## config.mk

```make
export PLATFORM = sky130hd
export DESIGN_NAME = byte_ring_fifo_with_line_read_core
export DESIGN_NICKNAME = d
export VERILOG_FILES = /design/src/brf_pkg.sv /design/src/byte_ring_fifo_with_line_read_core.sv /design/src/brf_ram.sv /design/src/brf_out.sv
export SDC_FILE = /design/constraint.sdc
export NUM_CORES = 1
export LEC_CHECK = 0
export CAP_MARGIN = 20
export CELL_PAD_IN_SITES_DETAIL_PLACEMENT = 1
export CELL_PAD_IN_SITES_GLOBAL_PLACEMENT = 1
export CORE_AREA = 2 2 192 212
export CTS_BUF_LIST = sky130_fd_sc_hd__clkbuf_4
export CTS_CLUSTER_SIZE = 28
export DETAILED_ROUTE_END_ITERATION = 6
export DIE_AREA = 0 0 194 214
export DONT_BUFFER_PORTS = 1
export MAX_ROUTING_LAYER = met4
export PLACE_DENSITY_LB_ADDON = 0.1
export SKIP_CTS_REPAIR_TIMING = 1
export SYNTH_ARGS = -nofsm -noshare
export SYNTH_HDL_FRONTEND = slang
export SYNTH_HIERARCHICAL = 1
export SYNTH_SLANG_ARGS = --single-unit
```

## constraint.sdc

```tcl
create_clock -name clk -period 11.1 [get_ports clk]
set_input_delay 1.665 -clock clk [delete_from_list [all_inputs] [get_ports clk]]
set_output_delay 1.665 -clock clk [all_outputs]
set_load 0.02 [all_outputs]
```

## src/brf_pkg.sv

```systemverilog
// brf_pkg: shared types, constants and index helpers for the byte ring FIFO.
// Used by brf_out and byte_ring_fifo_with_line_read_core; no dependencies.
`default_nettype none
package brf_pkg;

	localparam int DEPTH  = 64;
	localparam int IDX_W  = (DEPTH > 1) ? $clog2(DEPTH) : 1;
	localparam int CNT_W  = 7;
	localparam int BYTE_W = 8;

	typedef logic [1:0]        code_t;
	typedef logic [IDX_W-1:0]  idx_t;
	typedef logic [CNT_W-1:0]  cnt_t;
	typedef logic [BYTE_W-1:0] byte_t;

	localparam code_t CMD_WRITE = 2'd0;
	localparam code_t CMD_READ  = 2'd1;
	localparam code_t CMD_LINE  = 2'd2;
	localparam code_t CMD_QUERY = 2'd3;

	localparam code_t STS_WR_OK   = 2'd0;
	localparam code_t STS_WR_FULL = 2'd1;
	localparam code_t STS_BYTE    = 2'd2;
	localparam code_t STS_FREE    = 2'd3;

	localparam idx_t LAST_IDX  = idx_t'(DEPTH - 1);
	localparam cnt_t DEPTH_CNT = cnt_t'(DEPTH);

	typedef struct packed {
		code_t status;
		byte_t read_byte;
		cnt_t  free_space;
		logic  last;
	} res_t;

	function automatic idx_t next_idx(input idx_t idx);
		next_idx = (idx == LAST_IDX) ? '0 : idx_t'(idx + idx_t'(1));
	endfunction

	function automatic cnt_t used_cnt(input idx_t rd, input idx_t wr, input logic empty);
		cnt_t rd_c;
		cnt_t wr_c;
		rd_c = cnt_t'(rd);
		wr_c = cnt_t'(wr);
		if (wr == rd)
			used_cnt = empty ? '0 : DEPTH_CNT;
		else if (wr > rd)
			used_cnt = cnt_t'(wr_c - rd_c);
		else
			used_cnt = cnt_t'(DEPTH_CNT - rd_c + wr_c);
	endfunction

endpackage
`default_nettype wire

```

## src/byte_ring_fifo_with_line_read_core.sv

```systemverilog
// byte_ring_fifo_with_line_read_core: top level of the circular byte FIFO.
// Depends on brf_pkg, brf_ram and brf_out.
//
// A 64-entry byte ring in one synchronous RAM. A write or a free-space query
// gives one result; writes and queries can follow each other every cycle
// while the output register has space. A read or line read on an empty ring,
// or a read with zero count, gives no result. A read of N bytes holds the
// input while it runs: the RAM read data is registered, then one byte per
// cycle, set by the single RAM read port, unless the output stalls. A line read
// stops after the first byte equal to the delimiter register, or after the last
// stored byte; the RAM fetch runs one byte ahead and is cut off when the
// delimiter shows up. No input request is taken while a read is in progress.
`default_nettype none
module byte_ring_fifo_with_line_read_core (
	input  wire         clk,
	input  wire         arst_n,
	input  wire         cfg_wr_en,
	input  wire  [7:0]  cfg_wr_data,  // [7:0] line_delimiter
	input  wire         s_tvalid,
	output logic        s_tready,
	input  wire  [15:0] s_tdata,      // [7:0] write_byte, [14:8] byte_count, [15] zero
	input  wire  [1:0]  s_tuser,      // [1:0] command
	output logic        m_tvalid,
	input  wire         m_tready,
	output logic [15:0] m_tdata,      // [7:0] read_byte, [14:8] free_space, [15] zero
	output logic [1:0]  m_tuser,      // [1:0] status
	output logic        m_tlast
);

	localparam logic ST_IDLE = 1'b0;
	localparam logic ST_RD   = 1'b1;

	logic                 state_q;
	brf_pkg::idx_t        rd_q;
	brf_pkg::idx_t        wr_q;
	logic                 empty_q;
	brf_pkg::byte_t       delim_q;
	logic                 line_q;
	brf_pkg::idx_t        fp_q;
	brf_pkg::cnt_t        left_q;
	logic                 v_s1;
	logic                 tag_s1;

	brf_pkg::code_t       cmd;
	brf_pkg::byte_t       wbyte;
	brf_pkg::cnt_t        bcount;
	brf_pkg::cnt_t        used;
	brf_pkg::cnt_t        rd_n;
	logic                 full;
	logic                 acc;
	logic                 out_space;
	logic                 s1_move;
	logic                 is_delim;
	logic                 s1_last;
	logic                 issue;
	logic                 ram_we;
	brf_pkg::byte_t       rdata;
	brf_pkg::idx_t        rd_next;
	logic                 push;
	brf_pkg::res_t        res;
	logic [brf_pkg::CNT_W:0] inflight;

	assign cmd    = s_tuser;
	assign wbyte  = s_tdata[7:0];
	assign bcount = s_tdata[14:8];

	assign used     = brf_pkg::used_cnt(rd_q, wr_q, empty_q);
	assign full     = !empty_q && (rd_q == wr_q);
	assign rd_n     = (bcount < used) ? bcount : used;
	assign s_tready = (state_q == ST_IDLE) && out_space;
	assign acc      = s_tvalid && s_tready;
	assign ram_we   = acc && (cmd == brf_pkg::CMD_WRITE) && !full;

	assign s1_move  = v_s1 && out_space;
	assign is_delim = line_q && (rdata == delim_q);
	assign s1_last  = tag_s1 || is_delim;
	assign issue    = (state_q == ST_RD) && (left_q != '0) && (!v_s1 || s1_move)
			&& !(s1_move && is_delim);
	assign rd_next  = brf_pkg::next_idx(rd_q);
	assign inflight = {1'b0, left_q} + {{brf_pkg::CNT_W{1'b0}}, v_s1};

	brf_ram #(
		.WIDTH(brf_pkg::BYTE_W),
		.DEPTH(brf_pkg::DEPTH)
	) u_ram (
		.clk   (clk),
		.we    (ram_we),
		.waddr (wr_q),
		.wdata (wbyte),
		.re    (issue),
		.raddr (fp_q),
		.rdata (rdata)
	);

	always_comb begin
		push           = 1'b0;
		res.status     = brf_pkg::STS_BYTE;
		res.read_byte  = '0;
		res.free_space = '0;
		res.last       = 1'b1;
		if (s1_move) begin
			push          = 1'b1;
			res.read_byte = rdata;
			res.last      = s1_last;
		end else if (acc) begin
			unique case (cmd)
				brf_pkg::CMD_WRITE: begin
					push       = 1'b1;
					res.status = full ? brf_pkg::STS_WR_FULL : brf_pkg::STS_WR_OK;
				end
				brf_pkg::CMD_QUERY: begin
					push           = 1'b1;
					res.status     = brf_pkg::STS_FREE;
					res.free_space = brf_pkg::cnt_t'(brf_pkg::DEPTH_CNT - used);
				end
				default: begin
					push = 1'b0;
				end
			endcase
		end
	end

	brf_out u_out (
		.clk      (clk),
		.arst_n   (arst_n),
		.push     (push),
		.res      (res),
		.space    (out_space),
		.m_tvalid (m_tvalid),
		.m_tready (m_tready),
		.m_tdata  (m_tdata),
		.m_tuser  (m_tuser),
		.m_tlast  (m_tlast)
	);

	always_ff @(posedge clk or negedge arst_n) begin
		if (!arst_n) begin
			delim_q <= 8'd10;
		end else if (cfg_wr_en) begin
			delim_q <= cfg_wr_data;
		end
	end

	always_ff @(posedge clk or negedge arst_n) begin
		if (!arst_n) begin
			state_q <= ST_IDLE;
			rd_q    <= '0;
			wr_q    <= '0;
			empty_q <= 1'b1;
			line_q  <= 1'b0;
			fp_q    <= '0;
			left_q  <= '0;
			v_s1    <= 1'b0;
			tag_s1  <= 1'b0;
		end else begin
			if (ram_we) begin
				wr_q    <= brf_pkg::next_idx(wr_q);
				empty_q <= 1'b0;
			end
			if (acc && (cmd == brf_pkg::CMD_READ) && (rd_n != '0)) begin
				state_q <= ST_RD;
				left_q  <= rd_n;
				fp_q    <= rd_q;
				line_q  <= 1'b0;
			end
			if (acc && (cmd == brf_pkg::CMD_LINE) && (used != '0)) begin
				state_q <= ST_RD;
				left_q  <= used;
				fp_q    <= rd_q;
				line_q  <= 1'b1;
			end
			if (issue) begin
				fp_q   <= brf_pkg::next_idx(fp_q);
				left_q <= brf_pkg::cnt_t'(left_q - brf_pkg::cnt_t'(1));
				v_s1   <= 1'b1;
				tag_s1 <= (left_q == brf_pkg::cnt_t'(1));
			end else if (s1_move) begin
				v_s1 <= 1'b0;
			end
			if (s1_move) begin
				rd_q <= rd_next;
				if (rd_next == wr_q) begin
					empty_q <= 1'b1;
				end
				if (s1_last) begin
					state_q <= ST_IDLE;
					left_q  <= '0;
				end
			end
		end
	end

	a_empty_idx: assert property (@(posedge clk) disable iff (!arst_n)
		empty_q |-> (rd_q == wr_q))
		else $error("empty flag set with unequal indices");

	a_fetch_bound: assert property (@(posedge clk) disable iff (!arst_n)
		(state_q == ST_RD) |-> (inflight <= {1'b0, used}))
		else $error("fetch runs past stored bytes");

	a_write_idle: assert property (@(posedge clk) disable iff (!arst_n)
		ram_we |-> ((state_q == ST_IDLE) && !v_s1))
		else $error("RAM write during a read");

	a_last_ends: assert property (@(posedge clk) disable iff (!arst_n)
		(s1_move && s1_last) |=> ((state_q == ST_IDLE) && !v_s1))
		else $error("read did not end after last byte");

endmodule
`default_nettype wire

```

## src/brf_ram.sv

```systemverilog
// brf_ram: generic single-write, single-read RAM with registered read data.
// Read data holds until the next read enable. No dependencies.
`default_nettype none
module brf_ram #(
	parameter int WIDTH = 8,
	parameter int DEPTH = 64
) (
	input  wire                                     clk,
	input  wire                                     we,
	input  wire [(DEPTH > 1 ? $clog2(DEPTH) : 1)-1:0] waddr,
	input  wire [WIDTH-1:0]                         wdata,
	input  wire                                     re,
	input  wire [(DEPTH > 1 ? $clog2(DEPTH) : 1)-1:0] raddr,
	output logic [WIDTH-1:0]                        rdata
);

	logic [WIDTH-1:0] mem_q [DEPTH];

	always_ff @(posedge clk) begin
		if (we) begin
			mem_q[waddr] <= wdata;
		end
		if (re) begin
			rdata <= mem_q[raddr];
		end
	end

endmodule
`default_nettype wire

```

## src/brf_out.sv

```systemverilog
// brf_out: output register for result requests of the byte ring FIFO.
// Depends on brf_pkg (res_t).
`default_nettype none
module brf_out (
	input  wire            clk,
	input  wire            arst_n,
	input  wire            push,
	input  brf_pkg::res_t  res,
	output logic           space,
	output logic           m_tvalid,
	input  wire            m_tready,
	output logic [15:0]    m_tdata,  // [7:0] read_byte, [14:8] free_space, [15] zero
	output logic [1:0]     m_tuser,  // [1:0] status
	output logic           m_tlast
);

	logic          valid_q;
	brf_pkg::res_t res_q;

	assign space = !valid_q || m_tready;

	always_ff @(posedge clk or negedge arst_n) begin
		if (!arst_n) begin
			valid_q <= 1'b0;
		end else if (space) begin
			valid_q <= push;
		end
	end

	always_ff @(posedge clk) begin
		if (space && push) begin
			res_q <= res;
		end
	end

	assign m_tvalid = valid_q;
	assign m_tdata  = {1'b0, res_q.free_space, res_q.read_byte};
	assign m_tuser  = res_q.status;
	assign m_tlast  = res_q.last;

endmodule
`default_nettype wire

```

==> flow_summary.json, run 1 <==
{
  "ys.flop_type": "edfxtp_1",
  "peakVddDrop_uv": 214.7,
  "seqPwrFrac": 0.430,
  "r2r_cells": 15,
  "hpwl_mm": 34.73,
  "drtAntennaViolNets": 0,
  "vias_per_cell": 6.459,
  "grt_overflow_total": 0,
  "powerDensity_nw_per_um2": 241.4,
  "min_period_over_period": 0.4830,
  "comb_power_share": 0.298,
  "placed_cells": 1796,
  "root_buffer": "clkbuf_4",
  "path_clk_slew_ns": 0.08,
  "grt_use_total": 0.2945,
  "path_common_cell": "ha_1",
  "grt_pass1_wl_mm": 87.37,
  "setup_viol": 0,
  "die_h_um": 214,
  "cp_max_fo": 13,
  "core-area_um2": 39180,
  "end_kind": "flop",
  "synth_sequential_area_ratio": 0.7106,
  "holdCritPathClass": "input pin to asynchronous set/reset pin",
  "cts_tree": "built",
  "rsz0062_at_grt": "no",
  "grt_pass1_vias": 14130,
  "stdcell_count": 2037,
  "p_clk_frac": 0.272,
  "p_leak_nw": 8.547,
  "std_cell_rows": 76,
  "vias": 13160,
  "skew_ns": 0.05762,
  "grt_busiest_layer": "met2",
  "routed_wl_mm": 57.18,
  "htreeDepth": 4,
  "yosys_warnings": 6,
  "avgSynthCellArea_um2": 17.93,
  "cp-start-kind": "flop",
  "path_cells": "inv_1 > ha_1 > nand4_1 > or2_1 > nor2_2 > o22ai_1 > ha_1 > o211ai_1 > o2bb2ai_1 > a21oi_1 > o21ai_0 > a41oi_2 > nor3_2 > a31o_1 > a221o_1",
  "max_slew.worst_pin.slew_ns": 1.029,
  "ys_async_sr_fraction": 0.06759,
  "io_buffers": 0,
  "cp.required_ns": 11.83,
  "first_pass_iters": 6,
  "cpPeakStageDelay_ns": 0.77,
  "slowest_stage": "a21oi_1",
  "grtUsageMet1": 0.3739,
  "synth-edff-count": 538,
  "timing.rr.end": "fp_q[3]",
  "fmax_ghz": 0.1865,
  "layout-drive-gt1-share": 0.2701,
  "drt-initial-drc-count": 1130,
  "numCtsBuffers": 141,
  "crit_family": "compound AO/OA/AOI/OAI gates",
  "antenna_found_initial": 1,
  "p_sw_mw": 2.081,
  "start_util": 0.6155,
  "slew_violations": 0,
  "relSlewSlack": 0.3116,
  "die_area_um2": 41520,
  "die_x_um": 194,
  "power_switching_share": 0.3292,
  "crit_type": "flop to flop",
  "tns_ns": 0,
  "crit_end": "fp_q[3]",
  "worst-path-buf-inv": 1,
  "clk_latency_ns": 0.87,
  "critPathArrivalTime_ns": 6.09,
  "run_status": "completed",
  "grt_max_degree": 65,
  "crit_start": "wr_q[0]",
  "place_congestion": 0.8648,
  "nets": 1487,
  "hold_viol": 0,
  "syn_nets": 1400,
  "max-cap-violations": 0,
  "clockBufferDepth": 3,
  "io_pins": 52,
  "cts_sinks": 577,
  "gr-usage-met2": 0.4645,
  "syn_area_um2": 24110,
  "post-route-min-period_ns": 5.361,
  "r2r_slack_ns": 5.74,
  "ys_seq_elements": 577,
  "synthCells": 1345,
  "use_met3": 0.06440,
  "drc": 0,
  "r2r-start": "wr_q[0]",
  "p_int_mw": 4.240,
  "synthDistinctLibCells": 80,
  "crit_cells": 15,
  "wl_per_cell_um": 28.07,
  "synthToLayoutAreaGrowth_pct": 8.608
}
-- power by group through the flow --
stage,registers [mW],logic [mW],clock network (mW)
after global routing,2.74,2.03,1.87
final,2.72,1.88,1.72
after floorplan,2.64,1.53,0
after detailed placement,2.77,1.88,0
after global placement,2.76,1.82,0
after CTS,2.72,1.89,1.76
-- synth_stat cells, drive strengths merged, types with 13 or more instances --
cell / number / area [µm²]
edfxtp: 538 / 16160
mux4: 126 / 2838
nor2: 121 / 480.5
nand2: 62 / 235.2
buf: 41 / 305.3
dfrtp: 36 / 900.9
nand3: 29 / 145.1
mux2i: 28 / 280.3
o21ai: 28 / 140.1
clkbuf: 27 / 101.4
ha: 23 / 287.8
mux2: 23 / 259.0
xnor2: 23 / 201.4
inv: 22 / 82.58
a21oi: 19 / 95.09
nor3: 18 / 95.09
nor2b: 16 / 100.1
nand2b: 13 / 88.83
-- registers in the layout, indices dropped and copies added (netlist names) --
register        count
tag_s1              1
v_s1                1
line_q              1
u_out/m_tdata      15
u_out/m_tlast       1
state_q             1
delim_q             8
u_out/m_tvalid      1
empty_q             1
u_ram/mem_q       512
u_out/m_tuser       2
fp_q                6
u_ram/rdata         8
wr_q                6
left_q              7
rd_q                6
-- cells in the final DEF (no fill, tap or decap), types with 5 or more instances in the layout --
master / synthesis / layout
nor4_1: 5 / 5
o21ai_0: 18 / 18
o221ai_1: 8 / 8
nor2_1: 118 / 118
a221oi_1: 6 / 6
nand3_1: 29 / 29
xor2_1: 5 / 5
mux2_2: 23 / 23
nand4_1: 7 / 7
buf_4: 15 / 12
nor3_1: 17 / 17
nand2_1: 61 / 61
a211oi_1: 6 / 6
a31oi_1: 5 / 5
or3_1: 6 / 6
ha_1: 23 / 23
dfrtp_1: 36 / 32
o22ai_1: 12 / 12
clkinv_1: 1 / 16
and3_1: 11 / 11
clkbuf_4: 0 / 216
mux4_2: 126 / 126
edfxtp_1: 538 / 538
o21ai_1: 10 / 10
mux2i_1: 28 / 28
nor2b_1: 16 / 16
inv_1: 22 / 22
xnor2_1: 23 / 23
a21oi_1: 19 / 19
nand2b_1: 12 / 12
o21a_1: 6 / 6
inv_2: 0 / 5
-- how the worst min path moves through the flow --
stage | start | to | slack (ns) | depth (start not counted)
after floorplan | tag_s1 | tag_s1 | 0.44 | 2
after global placement | tag_s1 | tag_s1 | 0.46 | 2
after detailed placement | tag_s1 | tag_s1 | 0.48 | 2
after CTS | arst_n | wr_q[2] | 0.42 | 0
after global routing | arst_n | wr_q[2] | 0.43 | 0
final | arst_n | wr_q[2] | 0.48 | 0
-- area by class of cell --
class	instances	area (µm²)
Fill cell	3365	12990
Sequential cell	577	17150
Inverter	23	86.33
Antenna cell	1	2.502
Clock inverter	24	120.1
Timing Repair Buffer	12	90.09
Tap cell	507	634.4
Clock buffer	216	1622
Multi-Input combinational cell	677	6486
-- worst reg2reg max path: cells and delay by family, from the launching register on --
| family | cells | cell delay (ns) |
|---|---|---|
| AOI/OAI and AO/OA | 8 | 2.63 |
| and+or+nand+nor | 4 | 0.96 |
| adders and majority gates | 2 | 0.88 |
| DFF | 1 | 0.61 |
| buffers and inverters | 1 | 0.17 |
-- logic make-up (layout without fill, tap and decap cells) --
group | after synthesis | after routing | synth area share
DFF | 577 | 577 | 0.7106
and+or+nand+nor | 305 | 305 | 0.06092
muxes | 177 | 177 | 0.1400
AOI/OAI and AO/OA | 142 | 142 | 0.04488
buffers and inverters | 91 | 275 | 0.02044
xor gates and xnor gates | 28 | 28 | 0.01017
adders and majority gates | 24 | 24 | 0.01276
other | 1 | 2 | 0.0001555
-- through the flow --
stage / util / worst slack (ns) / instance area (µm²) / hold WS [ns] / total power [mW]
detailed placement: 0.6239 / 5.350 / 24440 / 0.4834 / 4.645
floorplan: - / 6.789 / 24110 / 0.4394 / 4.169
global route: 0.6685 / 5.384 / 26190 / 0.4269 / 6.635
global placement: 0.6239 / 5.494 / 24440 / 0.4594 / 4.576
CTS: 0.6684 / 5.767 / 26190 / 0.4210 / 6.369
finish: 0.6685 / 5.739 / 26190 / 0.4773 / 6.321
-- per-layer routing --
| metal | vias up | share of wire | wire (µm) |
|---|---|---|---|
| met5 | - | 0 | 0 |
| met4 | 0 | 0.034 | 1968 |
| met3 | 123 | 0.065 | 3697 |
| met2 | 522 | 0.50 | 28830 |
| met1 | 6868 | 0.40 | 22680 |
| li1 | 5645 | - | - |
Note: power is estimated with default switching activity, not from simulation.
==> inputs of run 2 (changes only) <==
--- a/config.mk
+++ b/config.mk
@@ -8,11 +8,11 @@
 export CAP_MARGIN = 20
 export CELL_PAD_IN_SITES_DETAIL_PLACEMENT = 1
 export CELL_PAD_IN_SITES_GLOBAL_PLACEMENT = 1
-export CORE_AREA = 2 2 192 212
+export CORE_AREA = 2 2 198 219
 export CTS_BUF_LIST = sky130_fd_sc_hd__clkbuf_4
 export CTS_CLUSTER_SIZE = 28
 export DETAILED_ROUTE_END_ITERATION = 6
-export DIE_AREA = 0 0 194 214
+export DIE_AREA = 0 0 200 221
 export DONT_BUFFER_PORTS = 1
 export MAX_ROUTING_LAYER = met4
 export PLACE_DENSITY_LB_ADDON = 0.1
==> constraint.sdc (replaced) <==
create_clock -name clk -period 5.2 [get_ports clk]
set_input_delay 0.78 -clock clk [delete_from_list [all_inputs] [get_ports clk]]
set_output_delay 0.78 -clock clk [all_outputs]
set_load 0.02 [all_outputs]
==> flow_summary.json, run 2 (same netlist as run 1, synthesis figures left out) <==
{
  "final_area_um2": 27210,
  "slew_violations": 0,
  "numCtsBuffers": 147,
  "critPathArrivalTime_ns": 5.49,
  "grt_max_degree": 65,
  "crit_type": "flop to flop",
  "placed_cells": 1908,
  "post-route-min-period_ns": 4.746,
  "cts_sinks": 577,
  "multi_input_area_um2": 6489,
  "end_kind": "flop",
  "nets": 1570,
  "vias_per_cell": 6.279,
  "start_util": 0.5740,
  "max-cap-violations": 0,
  "top_register": "u_ram/mem_q",
  "die_x_um": 200,
  "powerDensity_nw_per_um2": 515.6,
  "tns_ns": 0,
  "dpl_cell_area_um2": 24920,
  "htreeDepth": 4,
  "drc": 0,
  "grt_overflow_total": 0,
  "die_area_um2": 44200,
  "root_buffer": "clkbuf_4",
  "first_pass_iters": 6,
  "wl_per_cell_um": 29.81,
  "final_cell_mix": "538 x edfxtp_1, 211 x clkbuf_4, 126 x mux4_2",
  "relSlewSlack": 0.2141,
  "hold_depth": 1,
  "cp_max_fo": 13,
  "largest_reg_flops": 512,
  "holdCritPathClass": "input pin to flop",
  "antenna_found_initial": 5,
  "routed_wl_mm": 65.52,
  "cp-start-kind": "flop",
  "path_clk_slew_ns": 0.07,
  "power_mw": 14.03,
  "hpwl_mm": 36.39,
  "die_h_um": 221,
  "drt-initial-drc-count": 1282,
  "layout-drive-gt1-share": 0.2924,
  "run_status": "completed",
  "seqCellArea_um2": 17150,
  "grt_pass1_wl_mm": 89.80,
  "synthToLayoutAreaGrowth_pct": 12.85,
  "skew_ns": 0.05027,
  "io_buffers": 0,
  "cp.required_ns": 5.94,
  "cts_tree": "built",
  "clk_latency_ns": 0.89,
  "min_period_over_period": 0.9128,
  "drtAntennaViolNets": 0,
  "vias": 13800,
  "p_leak_nw": 9.054,
  "final_common_cell": "edfxtp_1",
  "clockBufferDepth": 3,
  "stdcell_count": 2198,
  "fmax_ghz": 0.2107,
  "hold_viol": 0,
  "r2r_slack_ns": 0.45,
  "grt_use_total": 0.2895,
  "std_cell_rows": 79,
  "max_slew.worst_pin.slew_ns": 1.175,
  "fillerInstances": 3668,
  "peakVddDrop_uv": 346.8,
  "setup_viol": 0,
  "r2r_cells": 15,
  "grt_pass1_vias": 14590,
  "rsz0062_at_grt": "no",
  "io_pins": 52,
  "place_congestion": 0.8605,
  "core-area_um2": 42010
}
run 2: path summary, 6_finish.rpt:
| kind | from | to |
|---|---|---|
| worst max-delay path | rd_q[3] | fp_q[3] |
| worst min-delay path | cfg_wr_data[2] | delim_q[2] |
| worst max register to register | rd_q[3] | fp_q[3] |
| worst min register to register | tag_s1 | tag_s1 |
| max in group asynchronous | arst_n | delim_q[3] |
| min in group asynchronous | arst_n | left_q[0] |
run 2: per-stage QoR:
step | hold WS [ns] | util | worst slack (ns)
6_report | 0.08669 | 0.6477 | 0.4535
2_1_floorplan | 0.4394 | - | 1.300
3_3_place_gp | 0.4564 | 0.5932 | 0.3658
4_1_cts | -0.4839 | 0.6382 | 0.09275
5_1_grt | 0.03096 | 0.6477 | 0.1816
3_5_place_dp | 0.4643 | 0.5932 | 0.1403
run 2: layer usage:
layer	GRT usage	share of wire	vias to the layer above
met4	0.1147	0.032	0
li1	-	-	5835
met3	0.06081	0.072	133
met5	-	0	-
met2	0.4646	0.52	606
met1	0.3628	0.38	7228
run 2: report_power, final:
group / leakage (nW) / total, mW / internal [mW] / switching, mW
sequential: 5.31 / 5.85 / 5.34 / 0.512
clock: 1.12 / 3.93 / 2.07 / 1.86
combinational: 2.63 / 4.25 / 1.89 / 2.36
total: 9.05 / 14.0 / 9.29 / 4.74
run 2: area by class of cell:
| type | count | share of cell area |
|---|---|---|
| timing repair buffer | 89 | 0.03246 |
| multi-input combinational | 677 | 0.2385 |
| clock inverter | 51 | 0.01117 |
| clock buffer | 211 | 0.05821 |
| sequential | 577 | 0.6302 |
| antenna | 3 | 0.0002759 |
| tap | 567 | 0.02607 |
| inverter | 23 | 0.003173 |
run 2: critical path, cell delays in order (launching register included):
cell and delay [ns]:
dfrtp_1 0.49, inv_1 0.14, ha_1 0.57, nand2_2 0.15
or3_1 0.47, o41ai_1 0.11, o22ai_1 0.18, ha_1 0.35
o211ai_1 0.11, o2bb2ai_1 0.16, a21oi_2 0.46, o21ai_0 0.27
a41oi_2 0.50, nor3_2 0.15, a31o_1 0.22, a221o_1 0.29
